--- src/rtl/core/rtb_pkg.sv ---
// Shared types and constants for the repeating timer bank.
// Used by every module under rtl/core except rtb_ram; depends on nothing else.
`default_nettype none

package rtb_pkg;

	localparam int NUM_TIMERS  = 16;
	localparam int SPLIT_INDEX = 8;

	// Timer RAM address and sweep pointer widths
	localparam int AW = (NUM_TIMERS > 1) ? $clog2(NUM_TIMERS) : 1;
	localparam int PW = $clog2(NUM_TIMERS + 1);

	localparam int SPLIT_CLAMP = (SPLIT_INDEX < NUM_TIMERS) ? SPLIT_INDEX : NUM_TIMERS;

	// Main ticks sweep [0, MAIN_HI), aux ticks sweep [AUX_LO, NUM_TIMERS)
	localparam logic [PW-1:0] MAIN_HI = PW'(SPLIT_CLAMP);
	localparam logic [PW-1:0] AUX_LO  = PW'(SPLIT_CLAMP);
	localparam logic [PW-1:0] BANK_HI = PW'(NUM_TIMERS);

	localparam int REQ_W    = 3;
	localparam int INDEX_W  = 4;
	localparam int PERIOD_W = 16;
	localparam int BUDGET_W = 8;
	localparam int VALUE_W  = 32;

	typedef enum logic [REQ_W-1:0] {
		REQ_MAIN_TICK      = 3'd0,
		REQ_AUX_TICK       = 3'd1,
		REQ_SET_TIMER      = 3'd2,
		REQ_CHECK          = 3'd3,
		REQ_SET_GRAN       = 3'd4,
		REQ_READ_ELAPSED   = 3'd5,
		REQ_READ_REMAINING = 3'd6,
		REQ_READ_TICKS     = 3'd7
	} req_t;

	typedef enum logic [1:0] {
		ST_IDLE,
		ST_FETCH,
		ST_UPDATE,
		ST_REPLY
	} state_t;

	typedef struct packed {
		logic [BUDGET_W-1:0] budget;
		logic [PERIOD_W-1:0] reload;
		logic [PERIOD_W-1:0] remaining;
	} entry_t;

	localparam int ENTRY_W = $bits(entry_t);

	typedef struct packed {
		logic   we;
		entry_t wdata;
		logic   expired;
	} upd_t;

endpackage

`default_nettype wire

--- src/rtl/core/repeating_timer_bank_top.sv ---
// Repeating timer bank: sequencer, timer entry RAM with valid bits, shared entry unit.
// Depends on rtb_pkg, rtb_ram, rtb_entry_alu and rtb_elapsed.
//
//   channel   | handshake            | signals
//   ----------+----------------------+------------------------------------------------
//   request   | start & !busy        | req_type timer_index period_ticks
//             |                      | repeat_budget elapsed_select
//   result    | done (one cycle)     | expired read_value
//
// A tick request sweeps its timers one entry at a time through the single RAM read
// port and the shared entry unit, each entry in a fetch step and then an update step;
// the reply follows the last entry. Every other request passes once through fetch,
// update and reply.
// Reset clears all timers at once through per-entry valid bits; no clearing pass.
// busy stays high from the transfer until the cycle after done; results cannot stall.
`default_nettype none

module repeating_timer_bank_top (
	input  wire logic                             clk,
	input  wire logic                             arst_n,
	input  wire logic                             start,
	input  wire logic [rtb_pkg::REQ_W-1:0]        req_type,
	input  wire logic [rtb_pkg::INDEX_W-1:0]      timer_index,
	input  wire logic [rtb_pkg::PERIOD_W-1:0]     period_ticks,
	input  wire logic [rtb_pkg::BUDGET_W-1:0]     repeat_budget,
	input  wire logic                             elapsed_select,
	output      logic                             busy,
	output      logic                             done,
	output      logic                             expired,
	output      logic [rtb_pkg::VALUE_W-1:0]      read_value
);

	rtb_pkg::state_t state_q, state_d;
	rtb_pkg::req_t   req_q;
	rtb_pkg::req_t   req_in;

	logic [rtb_pkg::PW-1:0]         ptr_q;
	logic [rtb_pkg::PW-1:0]         ptr_start;
	logic [rtb_pkg::PW-1:0]         sweep_hi;
	logic [rtb_pkg::PW:0]           ptr_next;
	logic [rtb_pkg::AW-1:0]         addr;
	logic [rtb_pkg::PERIOD_W-1:0]   period_q;
	logic [rtb_pkg::BUDGET_W-1:0]   bud_q;
	logic                           sel_q;
	logic                           idx_ok_q;
	logic                           expired_q;
	logic [rtb_pkg::VALUE_W-1:0]    value_q;
	logic [rtb_pkg::NUM_TIMERS-1:0] valid_q;

	logic                           accept;
	logic                           is_sweep;
	logic                           is_index_op;
	logic                           entry_ok;
	logic                           more;
	logic                           ram_re;
	logic                           upd_active;
	logic [rtb_pkg::ENTRY_W-1:0]    ram_rdata;
	rtb_pkg::entry_t                entry;
	rtb_pkg::upd_t                  upd;
	logic [rtb_pkg::VALUE_W-1:0]    tick_total;
	logic [rtb_pkg::PERIOD_W-1:0]   count_sel;
	logic                           tick_pulse;
	logic                           gran_pulse;

	assign req_in = rtb_pkg::req_t'(req_type);
	assign accept = start && !busy;

	assign is_sweep    = (req_q == rtb_pkg::REQ_MAIN_TICK) || (req_q == rtb_pkg::REQ_AUX_TICK);
	assign is_index_op = (req_q == rtb_pkg::REQ_SET_TIMER) || (req_q == rtb_pkg::REQ_CHECK) ||
	                     (req_q == rtb_pkg::REQ_READ_REMAINING);
	assign sweep_hi    = (req_q == rtb_pkg::REQ_MAIN_TICK) ? rtb_pkg::MAIN_HI : rtb_pkg::BANK_HI;
	assign ptr_next    = {1'b0, ptr_q} + 1'b1;
	assign more        = is_sweep && (ptr_next < {1'b0, sweep_hi});
	assign addr        = ptr_q[rtb_pkg::AW-1:0];

	// An aux sweep with the split at the bank end touches nothing
	assign entry_ok   = is_sweep ? (ptr_q < sweep_hi) : (is_index_op && idx_ok_q);
	assign upd_active = (state_q == rtb_pkg::ST_UPDATE) && entry_ok;

	always_comb begin
		unique case (req_in)
			rtb_pkg::REQ_MAIN_TICK: ptr_start = '0;
			rtb_pkg::REQ_AUX_TICK:  ptr_start = rtb_pkg::AUX_LO;
			default:                ptr_start = rtb_pkg::PW'(timer_index);
		endcase
	end

	// Entries never written since reset read as zero count and zero budget
	always_comb begin
		entry = rtb_pkg::entry_t'(ram_rdata);
		if (!(entry_ok && valid_q[addr])) begin
			entry.remaining = '0;
			entry.budget    = '0;
		end
	end

	rtb_ram #(
		.WIDTH (rtb_pkg::ENTRY_W),
		.DEPTH (rtb_pkg::NUM_TIMERS)
	) u_ram (
		.clk   (clk),
		.we    (upd.we),
		.waddr (addr),
		.wdata (upd.wdata),
		.re    (ram_re),
		.raddr (addr),
		.rdata (ram_rdata)
	);

	rtb_entry_alu u_alu (
		.active (upd_active),
		.op     (req_q),
		.entry  (entry),
		.period (period_q),
		.bud    (bud_q),
		.upd    (upd)
	);

	rtb_elapsed u_elapsed (
		.clk        (clk),
		.arst_n     (arst_n),
		.tick       (tick_pulse),
		.set_gran   (gran_pulse),
		.sel        (sel_q),
		.period     (period_q),
		.tick_total (tick_total),
		.count_sel  (count_sel)
	);

	always_ff @(posedge clk or negedge arst_n) begin
		if (!arst_n) begin
			state_q <= rtb_pkg::ST_IDLE;
		end else begin
			state_q <= state_d;
		end
	end

	always_comb begin
		state_d    = state_q;
		ram_re     = 1'b0;
		busy       = 1'b1;
		done       = 1'b0;
		tick_pulse = 1'b0;
		gran_pulse = 1'b0;
		unique case (state_q)
			rtb_pkg::ST_IDLE: begin
				busy = 1'b0;
				if (start) begin
					state_d = rtb_pkg::ST_FETCH;
				end
			end
			rtb_pkg::ST_FETCH: begin
				ram_re  = 1'b1;
				state_d = rtb_pkg::ST_UPDATE;
			end
			rtb_pkg::ST_UPDATE: begin
				state_d = (more && entry_ok) ? rtb_pkg::ST_FETCH : rtb_pkg::ST_REPLY;
			end
			rtb_pkg::ST_REPLY: begin
				done       = 1'b1;
				tick_pulse = (req_q == rtb_pkg::REQ_MAIN_TICK);
				gran_pulse = (req_q == rtb_pkg::REQ_SET_GRAN);
				state_d    = rtb_pkg::ST_IDLE;
			end
			default: begin
				state_d = rtb_pkg::ST_IDLE;
			end
		endcase
	end

	always_ff @(posedge clk or negedge arst_n) begin
		if (!arst_n) begin
			valid_q <= '0;
		end else if (upd.we) begin
			valid_q[addr] <= 1'b1;
		end
	end

	always_ff @(posedge clk) begin
		if (accept) begin
			req_q     <= req_in;
			ptr_q     <= ptr_start;
			period_q  <= period_ticks;
			bud_q     <= repeat_budget;
			sel_q     <= elapsed_select;
			idx_ok_q  <= (8'(timer_index) < 8'(rtb_pkg::NUM_TIMERS));
			expired_q <= 1'b0;
			value_q   <= '0;
		end else if (state_q == rtb_pkg::ST_UPDATE) begin
			if (more) begin
				ptr_q <= ptr_next[rtb_pkg::PW-1:0];
			end
			if (upd.expired) begin
				expired_q <= 1'b1;
			end
			unique case (req_q)
				rtb_pkg::REQ_READ_ELAPSED:   value_q <= 32'(count_sel);
				rtb_pkg::REQ_READ_REMAINING: value_q <= 32'(entry.remaining);
				rtb_pkg::REQ_READ_TICKS:     value_q <= tick_total;
				default:                     value_q <= '0;
			endcase
		end
	end

	assign expired    = expired_q;
	assign read_value = value_q;

	a_one_result: assert property (@(posedge clk) disable iff (!arst_n)
		done |=> !done)
		else $error("result strobe held for more than one cycle");

	a_busy_after_accept: assert property (@(posedge clk) disable iff (!arst_n)
		accept |=> busy && !done)
		else $error("request transfer did not start a sequence");

	a_write_in_update: assert property (@(posedge clk) disable iff (!arst_n)
		upd.we |-> (state_q == rtb_pkg::ST_UPDATE) && entry_ok)
		else $error("timer RAM written outside an update step");

	a_expired_on_check: assert property (@(posedge clk) disable iff (!arst_n)
		(done && expired) |-> (req_q == rtb_pkg::REQ_CHECK))
		else $error("expiry reported for a request that is not a check");

	a_read_only_fetch: assert property (@(posedge clk) disable iff (!arst_n)
		(state_q == rtb_pkg::ST_UPDATE) |-> $past(ram_re))
		else $error("update step without a preceding fetch");

endmodule

`default_nettype wire

--- src/rtl/core/rtb_ram.sv ---
// Generic single-write, single-read RAM with registered read data.
// Standalone; no package dependency.
`default_nettype none

module rtb_ram #(
	parameter int WIDTH = 8,
	parameter int DEPTH = 16
) (
	input  wire logic                     clk,
	input  wire logic                     we,
	input  wire logic [$clog2(DEPTH)-1:0] waddr,
	input  wire logic [WIDTH-1:0]         wdata,
	input  wire logic                     re,
	input  wire logic [$clog2(DEPTH)-1:0] raddr,
	output      logic [WIDTH-1:0]         rdata
);

	logic [WIDTH-1:0] mem_q [DEPTH];

	always_ff @(posedge clk) begin
		if (we) begin
			mem_q[waddr] <= wdata;
		end
		if (re) begin
			rdata <= mem_q[raddr];
		end
	end

endmodule

`default_nettype wire

--- src/rtl/core/rtb_entry_alu.sv ---
// Shared timer entry unit: decrement, load, and expiry check/reload of one entry.
// Depends on rtb_pkg for req_t, entry_t and upd_t.
`default_nettype none

module rtb_entry_alu (
	input  wire logic                              active,
	input  wire rtb_pkg::req_t                     op,
	input  wire rtb_pkg::entry_t                   entry,
	input  wire logic [rtb_pkg::PERIOD_W-1:0]      period,
	input  wire logic [rtb_pkg::BUDGET_W-1:0]      bud,
	output      rtb_pkg::upd_t                     upd
);

	logic rem_zero;
	logic bud_zero;

	assign rem_zero = (entry.remaining == '0);
	assign bud_zero = (entry.budget == '0);

	always_comb begin
		upd       = '0;
		upd.wdata = entry;
		unique case (op)
			rtb_pkg::REQ_MAIN_TICK, rtb_pkg::REQ_AUX_TICK: begin
				if (!rem_zero) begin
					upd.we              = active;
					upd.wdata.remaining = entry.remaining - 16'd1;
				end
			end
			rtb_pkg::REQ_SET_TIMER: begin
				upd.we              = active;
				upd.wdata.budget    = bud;
				upd.wdata.reload    = period;
				upd.wdata.remaining = period;
			end
			rtb_pkg::REQ_CHECK: begin
				if (rem_zero && !bud_zero) begin
					upd.we              = active;
					upd.expired         = active;
					upd.wdata.remaining = entry.reload;
					upd.wdata.budget    = entry.budget - 8'd1;
				end
			end
			default: begin
			end
		endcase
	end

endmodule

`default_nettype wire

--- src/rtl/core/rtb_elapsed.sv ---
// Running count of main ticks and the two prescaled elapsed counters.
// Depends on rtb_pkg for field widths.
`default_nettype none

module rtb_elapsed (
	input  wire logic                          clk,
	input  wire logic                          arst_n,
	input  wire logic                          tick,
	input  wire logic                          set_gran,
	input  wire logic                          sel,
	input  wire logic [rtb_pkg::PERIOD_W-1:0]  period,
	output      logic [rtb_pkg::VALUE_W-1:0]   tick_total,
	output      logic [rtb_pkg::PERIOD_W-1:0]  count_sel
);

	logic [rtb_pkg::VALUE_W-1:0]  ticks_q;
	logic [rtb_pkg::PERIOD_W-1:0] pre_q   [2];
	logic [rtb_pkg::PERIOD_W-1:0] count_q [2];
	logic [rtb_pkg::PERIOD_W-1:0] gran_q  [2];
	logic [rtb_pkg::PERIOD_W-1:0] pre_inc [2];
	logic                         hit     [2];

	always_comb begin
		for (int s = 0; s < 2; s++) begin
			pre_inc[s] = pre_q[s] + 16'd1;
			hit[s]     = (pre_inc[s] == gran_q[s]);
		end
	end

	always_ff @(posedge clk or negedge arst_n) begin
		if (!arst_n) begin
			ticks_q <= '0;
			for (int s = 0; s < 2; s++) begin
				pre_q[s]   <= '0;
				count_q[s] <= '0;
				gran_q[s]  <= '0;
			end
		end else begin
			if (tick) begin
				ticks_q <= ticks_q + 32'd1;
			end
			for (int s = 0; s < 2; s++) begin
				if (set_gran && (sel == 1'(s))) begin
					gran_q[s]  <= period;
					count_q[s] <= '0;
					pre_q[s]   <= '0;
				end else if (tick) begin
					// Roll the count when the prescaler reaches the granularity
					if (hit[s]) begin
						count_q[s] <= count_q[s] + 16'd1;
						pre_q[s]   <= '0;
					end else begin
						pre_q[s] <= pre_inc[s];
					end
				end
			end
		end
	end

	assign tick_total = ticks_q;
	assign count_sel  = count_q[sel];

endmodule

`default_nettype wire

--- config.mk ---
export PLATFORM = sky130hd
export DESIGN_NAME = repeating_timer_bank_top
export DESIGN_NICKNAME = d
export VERILOG_FILES = /design/src/rtl/core/rtb_pkg.sv /design/src/rtl/core/repeating_timer_bank_top.sv /design/src/rtl/core/rtb_ram.sv /design/src/rtl/core/rtb_entry_alu.sv /design/src/rtl/core/rtb_elapsed.sv
export SDC_FILE = /design/constraint.sdc
export NUM_CORES = 1
export LEC_CHECK = 0
export ABC_AREA = 1
export ABC_CLOCK_PERIOD_IN_PS = 6500
export BUFFER_PORTS_ARGS = -buffer_cell sky130_fd_sc_hd__buf_2
export CAP_MARGIN = 20
export CORE_UTILIZATION = 55
export CTS_BUF_LIST = sky130_fd_sc_hd__clkbuf_8
export DETAILED_ROUTE_END_ITERATION = 10
export PLACE_DENSITY = 0.81
export REMOVE_ABC_BUFFERS = 1
export SETUP_SLACK_MARGIN = 0.3
export SKIP_CTS_REPAIR_TIMING = 1
export SYNTH_ARGS = -nofsm -noshare
export SYNTH_HDL_FRONTEND = slang
export SYNTH_SLANG_ARGS = --single-unit
export TNS_END_PERCENT = 50
--- constraint.sdc ---
create_clock -name clk -period 6.5 [get_ports clk]
set_input_delay 1.3 -clock clk [delete_from_list [all_inputs] [get_ports clk]]
set_output_delay 1.3 -clock clk [all_outputs]
set_load 0.02 [all_outputs]
==> flow_summary.ini, run 1 <==
[synthesis]
synth_flop_cell = edfxtp_1
synth_cell_types = 50
synth_seq_cells = 892
yosysWarnings = 0
netlist_instances = 3547
syn_area_per_cell_um2 = 10.8
synth_area_leaders = edfxtp_1, dfrtp_1, nand2_1, o21ai_0, nor2_1
synth_area_um2 = 38200
synth_edf_count = 713
post-synth-top-area-fraction_pct = 56.1
yosys.area.top_type = edfxtp_1
synth_seq_area_share_pct = 67.3
synth-async-reset-ratio_pct = 16.4

[timing]
fin_worst_skew_ns = 0.0413
fmax_ghz = 0.182
slew_headroom_pct = 26.5
max_slew.worst_pin.slew_ns = 1.10
hold_slack_ns = 0.464
finalCritPeriodShare_pct = 84.6
maxSlewViolCount = 0
rsz0062_at_grt = false
setup_viol = 0
fin_ws_ns = 0.998
hold_violations = 0
period_minus_slack_ns = 5.50

[setup_path]
endpoint_kind = flop
crit_path_start = ptr_q[0]
start_kind = flop
cp.required_ns = 7.04
crit_path_frequent_cell = nand2_1
cpPeakStageDelay_ns = 0.85
slowest_stage = nor2_4
rrSetupSlack_ns = 1.0
worstPathCellList = buf_4 > nand2_1 > nand3_1 > nand2_1 > nand2_1 > nand3_2 > nor2_4 > nand2_1 > ha_1 > nand2_1 > nor2_1 > nand2_4 > nand2_1 > nand2_1 > nand2_1 > nand2_4 > nand2_1 > nor2_4 > buf_4
path_class = reg -> reg
arrival_ns = 6.04
r2r_end = u_ram.mem_q[0][27]
cp_max_fo = 81
rr_startpoint = ptr_q[0]
r2r.worst_path.cells = 19

[route]
drtAntennaViolNets = 0
routed_wl_um = 99300
post_drt_wl_per_cell_um = 21.2
vias = 28034
drt_iter0_markers = 4004
avgViaCountPerCell = 5.98
first_pass_iters = 6
drc_errors = 0

[cells_and_area]
drive_gt1_share_pct = 10.1
syn2layout_area_growth_pct = 10.6
final_util_pct = 61.5
final_common_cell = edfxtp_1
finalInstanceArea_um2 = 42200
n_fill_cell = 5233
num-nets-final = 3688
mostFrequentLayoutCells = edfxtp_1, nand2_1, o21ai_0

[die]
start_util_pct = 55.6
die_area_um2 = 70500
row_count = 96
design.core.area_um2 = 68700
fp.dieW_um = 266
pin_count = 70
chipHeight_um = 266

[power]
clkPwrFrac_pct = 27.1
p_seq_share_pct = 45.9
p_switching_mw = 5.81
pwr-share-comb_pct = 27.0
p_per_area_nw_per_um2 = 388
swShare_pct = 35.5
p_int_mw = 10.6
irDropWorstVdd_uv = 239
p_leak_nw = 15.9

[global_route]
grt_max_degree = 201
gr-usage-all-layers_pct = 28.2
grt_pass1_vias = 26743
grt-ovfl-total = 0
grt_pass1_wl_um = 152000
antenna_found_initial = 2

[placement]
pre_cts_ws_ns = 1.12
dp_hpwl_um = 58700
place_congestion = 0.925
numPortBuffers = 69
placed_cell_area_um2 = 39500

[flow_run]
maxCapViolCount = 0

[clock_network]
cts_tree = done
clkLatencyLatePin_ns = 0.84
htree_num_levels = 4
clockBufferDepth = 3
cts_buffers = 143
root_buffer = clkbuf_8
clkTransAtPathRegs_ns = 0.06
cts_num_sinks = 892

[min_path]
hold_class = reg -> reg
hold_path.startpoint = read_value[8]
min_to = read_value[8]
hold_path_depth = 2

[status]
outcome = finished, final reports clean
[cell families (layout without fill, tap and decap cells)]
family / after synthesis / count (layout) / share of synthesized area, %
AND/OR/NAND/NOR: 1509 / 1509 / 16.9
flip-flops: 892 / 892 / 67.3
AO/OA/AOI/OAI: 660 / 660 / 9.45
buffers and inverters: 392 / 602 / 4.06
XOR/XNOR: 80 / 80 / 1.83
adder cells (fa/ha/maj): 13 / 13 / 0.426
multiplexers: 1 / 1 / 0.0262
other: 0 / 2 / 0
[state kept, by name, indices dropped and copies added (netlist names), 3 cells and up]
signal,cells
u_elapsed.pre_q,32
u_ram.rdata,40
req_q,3
u_elapsed.gran_q,32
ptr_q,5
valid_q,16
read_value,32
u_elapsed.tick_total,32
bud_q,8
period_q,16
u_ram.mem_q,640
u_elapsed.count_q,32
[per-stage QoR]
step	instances	total power [mW]	setup TNS (ns)
CTS	4685	16.3	0
detailed placement	4423	11.9	0
global route	4689	17.1	0
global placement	4421	11.8	0
floorplan	3360	10.3	-4827.92
finish	4690	16.4	0
[critical path: cells and delay by family, from the launching register on]
kind                       cells  cell delay (ns)
adders and majority gates      1             0.33
and+or+nand+nor               16             3.34
DFF                            1             0.45
buffers and inverters          2             1.04
[synthesized netlist by cell type, drive strengths merged, types with 6 or more instances]
cell type / instances
o22ai: 161
nor3: 26
nor2: 447
buf: 28
xnor2: 14
or2: 7
o211ai: 16
nand3b: 12
o21ai: 434
ha: 13
nand3: 201
edfxtp: 713
o21bai: 6
nand2: 712
a21oi: 29
clkbuf: 159
dfrtp: 146
nand4: 96
dfxtp: 33
inv: 204
nor4: 7
xor2: 66
[power groups by stage]
stage	clock network [mW]	registers (mW)	logic, mW
final	4.43	7.53	4.43
after global routing	4.72	7.56	4.81
after CTS	4.47	7.51	4.30
after detailed placement	0	7.62	4.29
after global placement	0	7.61	4.19
after floorplan	0	7.69	2.65
[worst max path at each step]
stage | to | depth (start not counted)
CTS | u_ram.mem_q[0][0] | 19
global route | u_ram.mem_q[0][16] | 19
finish | u_ram.mem_q[0][27] | 19
detailed placement | u_ram.mem_q[0][2] | 19
global placement | u_ram.mem_q[0][3] | 19
floorplan | u_ram.mem_q[0][0] | 17
[layer usage]
metal	global-route usage [%]	share of wire, %
met5	0	0
met4	13.4	3.7
met3	5.80	11
met2	43.8	47
met1	38.4	39
[area by class of cell]
class,instances,area [um^2],share of cell area [%]
Inverter,205,779,1.85
Antenna cell,2,5.00,0.0119
Sequential cell,892,25700,60.9
Clock inverter,111,552,1.31
Clock buffer,151,2080,4.92
Timing Repair Buffer,135,942,2.23
Multi-Input combinational cell,2263,11000,26.0
Tap cell,931,1160,2.76
Power figures use the tool's default switching activity.
==> inputs of run 2 (changes only) <==
- ABC_CLOCK_PERIOD_IN_PS: 6500 -> 5500
- clock period: 6.5 -> 5.5 ns (I/O delays scaled with it)
==> flow_summary.ini, run 2 (synthesis results as in run 1) <==
[timing]
slew_headroom_pct = 28.2
period_minus_slack_ns = 4.53
hold_slack_ns = 0.300
fin_setup_tns_ns = 0
hold_violations = 0
setup_viol = 0
fmax_ghz = 0.221
max_slew.worst_pin.slew_ns = 1.08
finalCritPeriodShare_pct = 82.3
fin_worst_skew_ns = 0.0519
rsz0062_at_grt = false
maxSlewViolCount = 0

[setup_path]
r2r.worst_path.cells = 19
endpoint_kind = flop
start_kind = flop
arrival_ns = 4.99
path_class = reg -> reg
rr_startpoint = ptr_q[0]
cp.required_ns = 5.96
crit_path_start = ptr_q[0]
cp_max_fo = 41

[die]
start_util_pct = 55.6
row_count = 96
pin_count = 70
fp.dieW_um = 266
chipHeight_um = 266
design.core.area_um2 = 68700
die_area_um2 = 70500

[clock_network]
cts_tree = done
cts_buffers = 142
cts_num_sinks = 892
htree_num_levels = 4
clockBufferDepth = 3
clkLatencyLatePin_ns = 0.84
root_buffer = clkbuf_8
clkTransAtPathRegs_ns = 0.06

[power]
irDropWorstVdd_uv = 251
p_int_mw = 12.5
p_leak_nw = 16.0
p_seq_share_pct = 45.9
p_switching_mw = 6.95
pwr-share-comb_pct = 27.3
clkPwrFrac_pct = 26.8
swShare_pct = 35.7
p_per_area_nw_per_um2 = 460

[route]
first_pass_iters = 6
drt_iter0_markers = 3849
drc_errors = 0
routed_wl_um = 99600
post_drt_wl_per_cell_um = 21.3
avgViaCountPerCell = 5.97
drtAntennaViolNets = 0
vias = 27915

[cells_and_area]
num-nets-final = 3686
layout.cells.non_filler = 4678
drive_gt1_share_pct = 10.2
largest_reg_flops = 640
largest_registers = u_ram.mem_q x640, u_ram.rdata x40
final_common_cell = edfxtp_1
mostFrequentLayoutCells = edfxtp_1, nand2_1, o21ai_0
syn2layout_area_growth_pct = 10.7
top_register = u_ram.mem_q
n_fill_cell = 5364

[flow_run]
maxCapViolCount = 0

[min_path]
hold_class = in -> async

[global_route]
gr-usage-all-layers_pct = 28.4
grt_max_degree = 107
grt-ovfl-total = 0
antenna_found_initial = 2
grt_pass1_vias = 26609
grt_pass1_wl_um = 153000

[status]
outcome = finished, final reports clean

[placement]
numPortBuffers = 69
place_congestion = 0.949
dp_hpwl_um = 61600
numPlacedInstances = 4424
run 2: changes by cell type in the layout (fill, tap and decap cells not counted):
cell and delta:
buf_12 +8, buf_4 -8, buf_8 -1, clkbuf_8 +1, clkinv_1 -17, clkinv_2 +6
clkinvlp_4 -1, inv_12 +1, inv_2 -1, inv_6 +2, inv_8 -2
run 2: power by group through the flow:
stage	clock network, mW	logic (mW)	registers (mW)
6_report	5.22	5.31	8.92
5_1_grt	5.57	5.78	8.95
4_1_cts	5.27	5.19	8.91
3_5_place_dp	0	5.16	9.04
3_3_place_gp	0	5.06	9.03
2_1_floorplan	0	3.13	9.09
run 2: per-layer routing:
layer  routed length, um  track usage [%]  vias to the layer above  part of all wire (%)
met1               39800             38.9                    13426                    40
met5                   0                0                        -                     0
met3                9790             5.24                      250                   9.8
li1                    -                -                    12652                     -
met4                3700             12.9                        0                   3.7
met2               46400             44.4                     1587                    47
run 2: final timing paths:
path | end | slack [ns]
worst min-delay path | u_elapsed.gran_q[8] | 0.30
min in group clk | bud_q[4] | 0.44
worst max register to register | u_ram.mem_q[0][18] | 0.97
max in group asynchronous | u_elapsed.tick_total[28] | 4.09
worst max-delay path | u_ram.mem_q[0][18] | 0.97
worst min register to register | read_value[12] | 0.46
run 2: area by class of cell:
cell class / count / area (um^2) / area share [%]
sequential: 892 / 25700 / 60.8
multi-input combinational: 2263 / 11000 / 26.0
clock buffer: 152 / 2090 / 4.95
tap: 931 / 1160 / 2.75
timing repair buffer: 134 / 1030 / 2.43
inverter: 205 / 781 / 1.85
clock inverter: 99 / 517 / 1.22
antenna: 2 / 5.00 / 0.0118
run 2: critical path, stage by stage (launching register included):
cell	delay [ns]
edfxtp_1	0.45
buf_4	0.42
nand2_1	0.11
nand3_1	0.10
nand2_1	0.09
nand2_1	0.10
nand3_2	0.09
nor2_4	0.41
nand2_1	0.33
ha_1	0.32
nand2_1	0.07
nor2_1	0.07
nand2_4	0.22
nand2_1	0.08
nand2_1	0.07
nand2_1	0.11
nand2_4	0.23
nand2_1	0.14
nor2_4	0.35
buf_4	0.41
run 2: stage by stage:
step / worst slack (ns) / utilization (%) / instance area, um^2 / power, mW
floorplan: -6.65 / - / 37400 / 12.2
global placement: 0.872 / 57.7 / 39700 / 14.1
detailed placement: 0.735 / 57.7 / 39700 / 14.2
CTS: 0.734 / 61.5 / 42300 / 19.4
global route: 0.601 / 61.6 / 42300 / 20.3
finish: 0.974 / 61.6 / 42300 / 19.4
